`src/rtl/pdu8_pkg.sv`:
```
// Shared types, constants and helpers for the percent-decode / UTF-8 check core.
// No dependencies.
package pdu8_pkg;

    localparam int NAME_BUFFER_BYTES_DEF = 64;

    localparam int TDATA_IN_W  = 8;
    localparam int TDATA_OUT_W = 24;
    localparam int COUNT_W     = 6;
    localparam int STATUS_W    = 3;
    localparam int CP_W        = 21;

    // status codes
    localparam logic [STATUS_W-1:0] ST_OK       = 3'd0;
    localparam logic [STATUS_W-1:0] ST_IN_LONG  = 3'd1;
    localparam logic [STATUS_W-1:0] ST_BAD_ESC  = 3'd2;
    localparam logic [STATUS_W-1:0] ST_OUT_LONG = 3'd3;
    localparam logic [STATUS_W-1:0] ST_BAD_UTF8 = 3'd4;

    // first escape/length error, kept in two bits
    localparam logic [1:0] DERR_NONE     = 2'd0;
    localparam logic [1:0] DERR_BAD_ESC  = 2'd2;
    localparam logic [1:0] DERR_OUT_LONG = 2'd3;

    // escape sequencer codes
    localparam logic [1:0] ESC_IDLE = 2'd0;
    localparam logic [1:0] ESC_HIGH = 2'd1;
    localparam logic [1:0] ESC_LOW  = 2'd2;

    localparam logic [7:0] CH_PERCENT = 8'h25;
    localparam logic [7:0] CH_SPACE   = 8'h20;
    localparam logic [7:0] CH_DEL     = 8'h7f;
    localparam logic [7:0] LEAD2_LO   = 8'hc2;
    localparam logic [7:0] LEAD2_HI   = 8'hdf;
    localparam logic [7:0] LEAD4_LO   = 8'hf0;
    localparam logic [7:0] LEAD4_HI   = 8'hf4;

    localparam logic [CP_W-1:0] CP_MIN3 = 21'h000800;
    localparam logic [CP_W-1:0] CP_MIN4 = 21'h010000;
    localparam logic [CP_W-1:0] SURR_LO = 21'h00d800;
    localparam logic [CP_W-1:0] SURR_HI = 21'h00dfff;
    localparam logic [CP_W-1:0] CP_MAX  = 21'h10ffff;

    typedef struct packed {
        logic                byte_valid;
        logic [7:0]          decoded_byte;
        logic                done;
        logic                accepted;
        logic [STATUS_W-1:0] status;
        logic [COUNT_W-1:0]  decoded_count;
    } res_t;

    // {is_hex, value}
    function automatic logic [4:0] hex_val(input logic [7:0] c);
        logic [7:0] d;
        logic [4:0] r;
        r = 5'd0;
        d = 8'd0;
        if (c >= 8'h30 && c <= 8'h39) begin
            d = c - 8'h30;
            r = {1'b1, d[3:0]};
        end else if (c >= 8'h61 && c <= 8'h66) begin
            d = c - 8'h57;
            r = {1'b1, d[3:0]};
        end else if (c >= 8'h41 && c <= 8'h46) begin
            d = c - 8'h37;
            r = {1'b1, d[3:0]};
        end
        return r;
    endfunction

endpackage

```
`src/rtl/percent_decode_utf8_check_core.sv`:
```
// Percent-decode with strict UTF-8 validation, top level.
// Depends on pdu8_pkg and pdu8_step.
//
//  channel | dir | tdata                                  | tlast    | tuser
//  s_*     | in  | [7:0] in_byte                          | in_last  | -
//  m_*     | out | [7:0] byte [8] accepted [11:9] status  | done_res | byte_valid
//          |     | [17:12] decoded_count, [23:18] zero    |          |
//
// One byte per cycle while s_tready is high; each result is registered in the output buffer.
// The decode step is combinational; a two-entry output buffer
// (output register plus skid) keeps input flowing while one result waits.
// s_tready drops only when both entries hold results.
// rst_n clears decode state and the output buffer at once; no clearing pass.
module percent_decode_utf8_check_core
    import pdu8_pkg::*;
#(
    parameter int NAME_BUFFER_BYTES = NAME_BUFFER_BYTES_DEF
) (
    input  logic                   clk,
    input  logic                   rst_n,
    input  logic                   s_tvalid,
    output logic                   s_tready,
    input  logic [TDATA_IN_W-1:0]  s_tdata,   // [7:0] in_byte
    input  logic                   s_tlast,   // in_last
    output logic                   m_tvalid,
    input  logic                   m_tready,
    output logic [TDATA_OUT_W-1:0] m_tdata,   // byte, accepted, status, decoded_count
    output logic                   m_tlast,   // done_res
    output logic                   m_tuser    // byte_valid
);

    res_t res;
    res_t out_reg, out_next;
    res_t skid_reg, skid_next;
    logic out_valid_reg, out_valid_next;
    logic skid_valid_reg, skid_valid_next;
    logic acc;
    logic take;

    assign s_tready = !skid_valid_reg;
    assign acc      = s_tvalid && s_tready;
    assign take     = out_valid_reg && m_tready;

    pdu8_step #(
        .NAME_BUFFER_BYTES(NAME_BUFFER_BYTES)
    ) u_step (
        .clk     (clk),
        .rst_n   (rst_n),
        .adv     (acc),
        .in_byte (s_tdata),
        .in_last (s_tlast),
        .res     (res)
    );

    always_comb
    begin
        out_next        = out_reg;
        skid_next       = skid_reg;
        out_valid_next  = out_valid_reg;
        skid_valid_next = skid_valid_reg;
        if (take) begin
            if (skid_valid_reg) begin
                out_next        = skid_reg;
                skid_valid_next = 1'b0;
            end else begin
                out_next       = res;
                out_valid_next = acc;
            end
        end else if (acc) begin
            if (!out_valid_reg) begin
                out_next       = res;
                out_valid_next = 1'b1;
            end else begin
                skid_next       = res;
                skid_valid_next = 1'b1;
            end
        end
    end

    always_ff @(posedge clk or negedge rst_n)
    begin
        if (!rst_n) begin
            out_valid_reg  <= 1'b0;
            skid_valid_reg <= 1'b0;
        end else begin
            out_valid_reg  <= out_valid_next;
            skid_valid_reg <= skid_valid_next;
        end
    end

    always_ff @(posedge clk)
    begin
        out_reg  <= out_next;
        skid_reg <= skid_next;
    end

    assign m_tvalid = out_valid_reg;
    assign m_tlast  = out_reg.done;
    assign m_tuser  = out_reg.byte_valid;
    assign m_tdata  = {{(TDATA_OUT_W - COUNT_W - STATUS_W - 9){1'b0}},
                       out_reg.decoded_count, out_reg.status,
                       out_reg.accepted, out_reg.decoded_byte};

endmodule

```
`src/rtl/pdu8_step.sv`:
```
// Running decode state: escape sequencer, length counters and UTF-8 checker.
// Produces the result for the presented byte; state advances on adv.
// Depends on pdu8_pkg.
module pdu8_step
    import pdu8_pkg::*;
#(
    parameter int NAME_BUFFER_BYTES = NAME_BUFFER_BYTES_DEF
) (
    input  logic       clk,
    input  logic       rst_n,
    input  logic       adv,
    input  logic [7:0] in_byte,
    input  logic       in_last,
    output res_t       res
);

    localparam int IN_LIMIT = 3 * (NAME_BUFFER_BYTES - 1);
    localparam int ICW      = $clog2(IN_LIMIT + 2);
    localparam int OCW      = $clog2(NAME_BUFFER_BYTES);
    localparam logic [ICW-1:0] IN_LIM  = ICW'(IN_LIMIT);
    localparam logic [OCW-1:0] OUT_LIM = OCW'(NAME_BUFFER_BYTES - 1);

    logic [1:0]      esc_reg,   esc_next;
    logic [3:0]      hi_reg,    hi_next;
    logic [ICW-1:0]  in_cnt_reg, in_cnt_next;
    logic [OCW-1:0]  out_cnt_reg, out_cnt_next;
    logic [1:0]      cont_reg,  cont_next;
    logic [1:0]      seq_reg,   seq_next;
    logic [CP_W-1:0] cp_reg,    cp_next;
    logic [1:0]      derr_reg,  derr_next;
    logic            uerr_reg,  uerr_next;

    logic            formed;
    logic [7:0]      value;
    logic            emit;
    logic [4:0]      hx;
    logic [CP_W-1:0] cp_shift;
    logic [1:0]      cont_dec;
    logic [STATUS_W-1:0] status;
    logic [OCW+COUNT_W-1:0] count_ext;

    always_comb
    begin
        esc_next     = esc_reg;
        hi_next      = hi_reg;
        in_cnt_next  = in_cnt_reg;
        out_cnt_next = out_cnt_reg;
        cont_next    = cont_reg;
        seq_next     = seq_reg;
        cp_next      = cp_reg;
        derr_next    = derr_reg;
        uerr_next    = uerr_reg;
        formed       = 1'b0;
        value        = 8'd0;
        emit         = 1'b0;
        status       = ST_OK;
        hx           = hex_val(in_byte);
        cp_shift     = {cp_reg[CP_W-7:0], in_byte[5:0]};
        cont_dec     = cont_reg - 2'd1;

        if (in_cnt_reg <= IN_LIM)
            in_cnt_next = in_cnt_reg + ICW'(1);

        // escape sequencer
        if (esc_reg == ESC_IDLE) begin
            if (in_byte == CH_PERCENT)
                esc_next = ESC_HIGH;
            else begin
                formed = 1'b1;
                value  = in_byte;
            end
        end else if (!hx[4]) begin
            if (derr_next == DERR_NONE)
                derr_next = DERR_BAD_ESC;
            esc_next = ESC_IDLE;
        end else if (esc_reg == ESC_HIGH) begin
            hi_next  = hx[3:0];
            esc_next = ESC_LOW;
        end else begin
            formed   = 1'b1;
            value    = {hi_reg, hx[3:0]};
            esc_next = ESC_IDLE;
        end

        if (formed) begin
            if (out_cnt_reg >= OUT_LIM) begin
                if (derr_next == DERR_NONE)
                    derr_next = DERR_OUT_LONG;
            end else begin
                out_cnt_next = out_cnt_reg + OCW'(1);
                emit         = 1'b1;
                // UTF-8 checker
                if (cont_reg == 2'd0) begin
                    if (!value[7]) begin
                        if (value < CH_SPACE || value == CH_DEL)
                            uerr_next = 1'b1;
                    end else if (value >= LEAD2_LO && value <= LEAD2_HI) begin
                        cp_next   = {16'd0, value[4:0]};
                        seq_next  = 2'd1;
                        cont_next = 2'd1;
                    end else if (value[7:4] == 4'he) begin
                        cp_next   = {17'd0, value[3:0]};
                        seq_next  = 2'd2;
                        cont_next = 2'd2;
                    end else if (value >= LEAD4_LO && value <= LEAD4_HI) begin
                        cp_next   = {18'd0, value[2:0]};
                        seq_next  = 2'd3;
                        cont_next = 2'd3;
                    end else
                        uerr_next = 1'b1;
                end else if (value[7:6] != 2'b10) begin
                    uerr_next = 1'b1;
                    cont_next = 2'd0;
                end else begin
                    cp_shift  = {cp_reg[CP_W-7:0], value[5:0]};
                    cp_next   = cp_shift;
                    cont_next = cont_dec;
                    if (cont_dec == 2'd0) begin
                        if ((seq_reg == 2'd2 && cp_shift < CP_MIN3) ||
                            (seq_reg == 2'd3 && cp_shift < CP_MIN4) ||
                            (cp_shift >= SURR_LO && cp_shift <= SURR_HI) ||
                            cp_shift > CP_MAX)
                            uerr_next = 1'b1;
                    end
                end
            end
        end

        if (in_last) begin
            if (esc_next != ESC_IDLE && derr_next == DERR_NONE)
                derr_next = DERR_BAD_ESC;
            if (in_cnt_next > IN_LIM)
                status = ST_IN_LONG;
            else if (derr_next != DERR_NONE)
                status = {1'b0, derr_next};
            else if (uerr_next || cont_next != 2'd0)
                status = ST_BAD_UTF8;
        end
    end

    assign count_ext = {{COUNT_W{1'b0}}, out_cnt_next};

    always_comb
    begin
        res.byte_valid    = emit;
        res.decoded_byte  = emit ? value : 8'd0;
        res.done          = in_last;
        res.accepted      = in_last && (status == ST_OK);
        res.status        = status;
        res.decoded_count = count_ext[COUNT_W-1:0];
    end

    always_ff @(posedge clk or negedge rst_n)
    begin
        if (!rst_n) begin
            esc_reg     <= ESC_IDLE;
            hi_reg      <= 4'd0;
            in_cnt_reg  <= '0;
            out_cnt_reg <= '0;
            cont_reg    <= 2'd0;
            seq_reg     <= 2'd0;
            cp_reg      <= '0;
            derr_reg    <= DERR_NONE;
            uerr_reg    <= 1'b0;
        end else if (adv) begin
            if (in_last) begin
                // name finished: start the next one clean
                esc_reg     <= ESC_IDLE;
                hi_reg      <= 4'd0;
                in_cnt_reg  <= '0;
                out_cnt_reg <= '0;
                cont_reg    <= 2'd0;
                seq_reg     <= 2'd0;
                cp_reg      <= '0;
                derr_reg    <= DERR_NONE;
                uerr_reg    <= 1'b0;
            end else begin
                esc_reg     <= esc_next;
                hi_reg      <= hi_next;
                in_cnt_reg  <= in_cnt_next;
                out_cnt_reg <= out_cnt_next;
                cont_reg    <= cont_next;
                seq_reg     <= seq_next;
                cp_reg      <= cp_next;
                derr_reg    <= derr_next;
                uerr_reg    <= uerr_next;
            end
        end
    end

endmodule

```
`config.mk`:
```
export PLATFORM = sky130hd
export DESIGN_NAME = percent_decode_utf8_check_core
export DESIGN_NICKNAME = d
export VERILOG_FILES = /design/src/rtl/pdu8_pkg.sv /design/src/rtl/percent_decode_utf8_check_core.sv /design/src/rtl/pdu8_step.sv
export SDC_FILE = /design/constraint.sdc
export NUM_CORES = 1
export LEC_CHECK = 0
export ABC_AREA = 0
export BUFFER_PORTS_ARGS = -buffer_cell sky130_fd_sc_hd__buf_2
export CAP_MARGIN = 20
export CORE_UTILIZATION = 51
export DETAILED_ROUTE_END_ITERATION = 6
export PLACE_DENSITY = 0.7
export SETUP_SLACK_MARGIN = 0.15
export SLEW_MARGIN = 0
export SYNTH_ARGS = -nofsm -noshare
export SYNTH_HDL_FRONTEND = slang
export SYNTH_SLANG_ARGS = --single-unit
```
`constraint.sdc`:
```
create_clock -name clk -period 3.9 [get_ports clk]
set_clock_uncertainty 0.05 [all_clocks]
set_input_delay 0.585 -clock clk [delete_from_list [all_inputs] [get_ports clk]]
set_output_delay 0.585 -clock clk [all_outputs]
set_load 0.05 [all_outputs]
```
==> results of run 1 <==
==> routing by layer <==
metal,GRT usage,vias to the layer above
met5,0,-
met4,0.0747,0
met3,0.0487,16
met2,0.351,125
met1,0.338,1862
li1,-,1925
==> timing repair <==
| item | 4_1_cts | 5_1_grt |
|---|---|---|
| buffers inserted | 0 | 0 |
| hold endpoints to repair | 0 | 4 |
| hold buffers | 0 | 1 |
==> placed cells by master, fill, tap and decap left out, drive strengths merged, types with 4 or more instances in the layout <==
cell type,instances
buf,44
nand3,5
conb,6
a211oi,4
a22oi,9
clkbuf,9
mux2i,12
o22ai,4
a22o,13
nand4,8
o31ai,10
o211ai,6
nor3,8
a21o,4
inv,26
dfrtp,44
a21oi,31
o21ai,37
edfxtp,40
nor2,44
and3,6
a31oi,7
nand3b,4
nand2b,5
ha,10
mux2,4
nand2,74
==> worst max-delay path: cells and delay by family <==
kind	cells	cell delay, ns
mux	1	0.40
buf+inv	2	0.27
compound gates	6	1.37
simple gates	1	0.53
fa+ha+maj	1	0.38
==> area by class of cell <==
class                      count  area [um^2]  area share
multi-input combinational    372         2350       0.438
clock inverter                 7         73.8      0.0138
sequential                    84         2300       0.430
tap                          129          161      0.0301
clock buffer                   9          124      0.0231
inverter                      21         78.8      0.0147
timing repair buffer          45          268      0.0500
==> per-stage QoR <==
stage               cells  utilization  area [um^2]  power [mW]  hold slack, ns
detailed placement    649        0.555         5130        2.54           0.441
floorplan             509            -         4900        2.25           0.239
finish                667        0.580         5360        3.14           0.392
global route          667        0.580         5360        3.34           0.375
CTS                   665        0.576         5330        3.15           0.346
global placement      649        0.555         5130        2.52           0.429
==> how the worst min path moves through the flow <==
| stage | start | endpoint | slack (ns) |
|---|---|---|---|
| after floorplan | rst_n | m_tvalid | 0.24 |
| after global placement | u_step.cp_reg[2] | u_step.cp_reg[8] | 0.43 |
| after detailed placement | u_step.cp_reg[2] | u_step.cp_reg[2] | 0.44 |
| after CTS | rst_n | u_step.out_cnt_reg[1] | 0.35 |
| after global routing | m_tready | skid_valid_reg | 0.37 |
| final | m_tready | skid_valid_reg | 0.39 |
==> report_power, final <==
group / internal (mW) / switching (mW)
registers: 1.19 / 0.164
clock network: 0.254 / 0.352
logic: 0.353 / 0.828
==> cell families after synthesis <==
family	Yosys count	synth area share
XOR/XNOR	3	0.00539
AO/OA/AOI/OAI	158	0.229
flip-flops	84	0.472
AND/OR/NAND/NOR	179	0.181
buffers and inverters	53	0.0518
adder cells (fa/ha/maj)	10	0.0256
multiplexers	16	0.0346
other	1	0.000768
==> results.tsv, run 1 <==
stage	metric	value	unit
yosys	synth-seq-cells	84	
power_and_ir_drop	power.leakage	2.20	nW
yosys	synthTopCellsByCount	74 x nand2_1, 44 x dfrtp_1, 43 x nor2_1	
yosys	syn_area_per_cell	9.68	um^2
run_status	status	completed	
setup_path	critPathArrivalTime	3.54	ns
global_route	antenna_found_initial	0	
clock_network	cts_resized	0	
yosys	synthTopCellsByArea	edfxtp_1 25%, dfrtp_1 23%, nand2_1 5.7%	
setup_path	critPathCaptureType	register	
clock_network	h-tree-depth	3	
die	core_area	0.00924	mm^2
clock_network	cts.path.max_buffers	2	
die	start_util	0.528	
min_path	hp-class	in2reg	
die	rows	35	
setup_path	crit_start	s_tdata[1]	
clock_network	clk_latency	0.36	ns
clock_network	path_clk_slew	0.10	ns
sta	worst_slack	0.516	ns
die	io_pins	41	
sta	min_period	3.38	ns
layout	nets	556	
yosys	syn_inst	504	
sta	fmax	295	MHz
setup_path	crit_required	4.05	ns
die	dieArea	0.00996	mm^2
setup_path	endpoint	m_tdata[8]	
drt	drtAntennaViolNets	0	
clock_network	cts_tree	yes	
sta	setup_viol	0	
global_route	grt_pass1_vias	3548	
global_route	grt_overflow_total	0	
yosys	synth_ff_type	dfrtp_1	
drt	met2_wirelength	4.76	mm
min_path	hold_depth	2	
clock_network	numCtsBuffers	9	
drt	wl_per_cell	16.5	um
clock_network	clockRootBuffer	clkbuf_8	
power_and_ir_drop	peakVddDrop	307	uV
global_route	grt_max_degree	45	
global_route	grt_pass1_wl	18.1	mm
yosys	synth_cell_types	78	
drt	routed_wl	11.0	mm
setup_path	path_cells	buf_2 > inv_1 > ha_1 > o21bai_1 > a21oi_2 > mux2i_1 > o2111ai_1 > a32oi_1 > o22ai_1 > or4_1 > o21ai_1	
setup_path	start_kind	primary input	
yosys	yosysTopAreaCell	edfxtp_1	
layout	n_antenna_cell	0	
drt	routed-via-count	3928	
layout	syn_to_final_growth	9.74	%
drt	drt_iter0_drc	265	
placed_design	dp_hpwl	7.99	mm
sta	slew_violations	0	
yosys	async_flop_share	0.524	
job	cap_violations	0	
layout	fillerInstances	775	
setup_path	reg2reg_to	m_tdata[8]	
yosys	synth-edff-count	40	
die	die_y	99.8	um
global_route	grt_util_all_layers	0.233	
setup_path	reg2reg_from	u_step.in_cnt_reg[1]	
placed_design	place_congestion	0.927	
placed_design	io_buffers	34	
sta	rsz0062_at_grt	no	
yosys	yosysWarnings	0	
yosys	yosysSeqAreaShare	0.472	
sta	relSlewSlack	0.338	
power_and_ir_drop	p_per_area	586	mW/mm^2
yosys	yosysMostFrequentCell	nand2_1	
yosys	yosysTopAreaCellShare	0.246	
placed_design	preCtsSetupSlack	0.276	ns
drt	routed.top_layer	met4	
sta	setup-tns-final	0	ns
yosys	synthesis.area	0.00488	mm^2
drt	wl_met1	5.41	mm
sta	final.period_utilization	0.868	
drt	drc	0	
layout	largest_reg_flops	20	
die	die_x	99.8	um
clock_network	cts_sinks	84	
sta	hold_violations	0	
drt	wl_met3	685	um
setup_path	reg2regPathDepth	9	
setup_path	critPathSlowestCell	or4_1	
setup_path	crit_path_max_incr_delay	0.53	ns
setup_path	ff2ff_setup_slack	0.87	ns
setup_path	path_max_fanout	11	
drt	routed_via_density	5.89	
layout	layout-drive-gt1-share	0.156	
setup_path	path_class	in2reg	
drt	drt_pass1_iterations	5	
sta	tightest_slew	0.993	ns
No activity file was read; power rests on OpenSTA's default activity.
==> run 2: changes to the inputs <==
--- a/config.mk
+++ b/config.mk
@@ -10,7 +10,7 @@
 export CAP_MARGIN = 20
 export CORE_UTILIZATION = 51
 export DETAILED_ROUTE_END_ITERATION = 6
-export PLACE_DENSITY = 0.7
+export PLACE_DENSITY = 0.72
 export SETUP_SLACK_MARGIN = 0.15
 export SLEW_MARGIN = 0
 export SYNTH_ARGS = -nofsm -noshare
==> constraint.sdc (replaced) <==
create_clock -name clk -period 2.7 [get_ports clk]
set_clock_uncertainty 0.05 [all_clocks]
set_input_delay 0.405 -clock clk [delete_from_list [all_inputs] [get_ports clk]]
set_output_delay 0.405 -clock clk [all_outputs]
set_load 0.05 [all_outputs]
==> results.tsv, run 2 (synthesis gave the netlist of run 1 again) <==
stage	metric	value	unit	change
global_route	grt_util_all_layers	0.264		+0.0308
layout	syn_to_final_growth	27.2	%	
drt	drc	0		unchanged
sta	hold_violations	0		unchanged
setup_path	start_kind	register		
layout	layout-drive-gt1-share	0.319		+0.163
global_route	grt_overflow_total	0		unchanged
drt	routed.top_layer	met4		
die	start_util	0.528		unchanged
clock_network	clockRootBuffer	clkbuf_8		
drt	drtAntennaViolNets	0		unchanged
layout	nets	633		+14%
clock_network	clk_latency	0.37	ns	about the same
min_path	hold_depth	2		unchanged
drt	met2_wirelength	6.00	mm	+26%
setup_path	reg2regPathDepth	11		+2
global_route	grt_max_degree	45		unchanged
drt	wl_per_cell	16.9	um	+2.4%
global_route	grt_pass1_vias	4227		+19%
setup_path	crit_path_max_incr_delay	0.50	ns	-0.03 ns
drt	routed_wl	12.6	mm	+14%
layout	postLayoutCoreUtil	0.672		+0.0922
drt	routed-via-count	4339		+10%
layout	final_cell_mix	79 x buf_4, 72 x nand2_1, 44 x dfrtp_1		
power_and_ir_drop	p_per_area	798	mW/mm^2	+36%
drt	routed_via_density	5.83		-0.97%
run_status	status	completed		
drt	drt_iter0_drc	284		+7.2%
die	io_pins	41		unchanged
layout	fin_area	0.00621	mm^2	+16%
setup_path	crit_buf_inv	2		unchanged
job	cap_violations	0		unchanged
die	die_y	99.8	um	unchanged
die	core_area	0.00924	mm^2	unchanged
setup_path	critPathCaptureType	register		
setup_path	critPathSlowestCell	or4_1		
clock_network	h-tree-depth	3		unchanged
layout	mostFrequentLayoutCell	buf_4		
clock_network	cts_sinks	84		unchanged
drt	wl_met3	573	um	-16%
die	rows	35		unchanged
power_and_ir_drop	power.leakage	2.61	nW	+19%
layout	final_cell_count_no_fill	744		+12%
sta	worst_slack	0.0291	ns	-0.487 ns
clock_network	cts.path.max_buffers	2		unchanged
sta	min_period	2.67	ns	
sta	tightest_slew	0.576	ns	-0.417 ns
setup_path	path_cells	inv_2 > ha_4 > or3b_4 > o21a_4 > buf_6 > nand3_2 > nand2_2 > a31oi_4 > o2111ai_2 > or4_1 > o21ai_1		
setup_path	crit_required	2.87	ns	-1.18 ns
sta	fmax	374	MHz	
power_and_ir_drop	p_total	4.96	mW	+58%
global_route	grt_pass1_wl	20.5	mm	+13%
placed_design	io_buffers	34		unchanged
placed_design	place_congestion	0.924		-0.35%
drt	drt_pass1_iterations	5		unchanged
setup_path	path_delay_family	simple AND/OR/NAND/NOR gates		
clock_network	cts_tree	yes		
setup_path	critPathArrivalTime	2.84	ns	-0.70 ns
setup_path	path_class	reg2reg		
sta	slew_violations	0		unchanged
clock_network	path_clk_slew	0.10	ns	about the same
drt	wl_met1	5.73	mm	+6.0%
placed_design	preCtsSetupSlack	-0.201	ns	-0.477 ns
sta	setup_viol	0		unchanged
sta	final.period_utilization	0.989		
layout	fillerInstances	723		-6.7%
placed_design	dp.cells	715		+10%
placed_design	placed_area	0.00571	mm^2	+11%
die	die_x	99.8	um	unchanged
die	dieArea	0.00996	mm^2	unchanged
sta	rsz0062_at_grt	yes		
layout	largest_reg_flops	20		unchanged
global_route	antenna_found_initial	0		unchanged
min_path	hp-class	in2reg		
setup_path	path_max_fanout	4		-7
clock_network	numCtsBuffers	9		unchanged
placed_design	dp_hpwl	8.91	mm	+12%
setup_path	cp.depth	11		unchanged
power_and_ir_drop	peakVddDrop	472	uV	+53%
layout	n_antenna_cell	0		unchanged
sta	relSlewSlack	0.614		+0.276
-- run 2: timing repair --
item,in CTS,in global routing
hold buffers,0,1
resized for setup,21,14
pin swaps,12,17
setup buffers,5,6
endpoints found under the setup margin,18,24
hold endpoints to repair,0,4
-- run 2: path summary, 6_finish.rpt --
| kind | from | endpoint | slack, ns |
|---|---|---|---|
| max | u_step.in_cnt_reg[0] | m_tdata[8] | 0.03 |
| min | m_tready | skid_valid_reg | 0.20 |
| max reg2reg | u_step.in_cnt_reg[0] | m_tdata[8] | 0.03 |
| min reg2reg | u_step.cp_reg[3] | u_step.cp_reg[3] | 0.47 |
| max in group asynchronous | rst_n | u_step.cp_reg[6] | 1.79 |
| min in group asynchronous | rst_n | u_step.in_cnt_reg[1] | 0.36 |
-- run 2: where the power goes --
group	switching [mW]	leakage, nW	internal, mW
registers	0.220	0.955	1.71
clock network	0.523	0.103	0.453
logic	1.34	1.56	0.705
-- run 2: routing by layer --
layer / vias to the layer above / track usage
li1: 2065 / -
met1: 2138 / 0.353
met2: 110 / 0.437
met3: 26 / 0.0411
met4: 0 / 0.0939
met5: - / 0
-- run 2: cell type report --
type                    instances  area, um^2  share of cell area
multi-input cells             372        2560               0.412
well taps                     129         161              0.0260
repair buffers                122         890               0.143
clock buffers                   9         124              0.0200
inverters                      21        83.8              0.0135
flip-flops and latches         84        2300               0.371
clock inverters                 7        90.1              0.0145
-- run 2: metrics by stage --
stage               hold slack, ns  setup TNS [ns]
finish                       0.198               0
floorplan                   0.0594          -0.231
global route                 0.198         -0.0585
detailed placement           0.442           -3.40
CTS                          0.171               0
global placement             0.429           -2.53
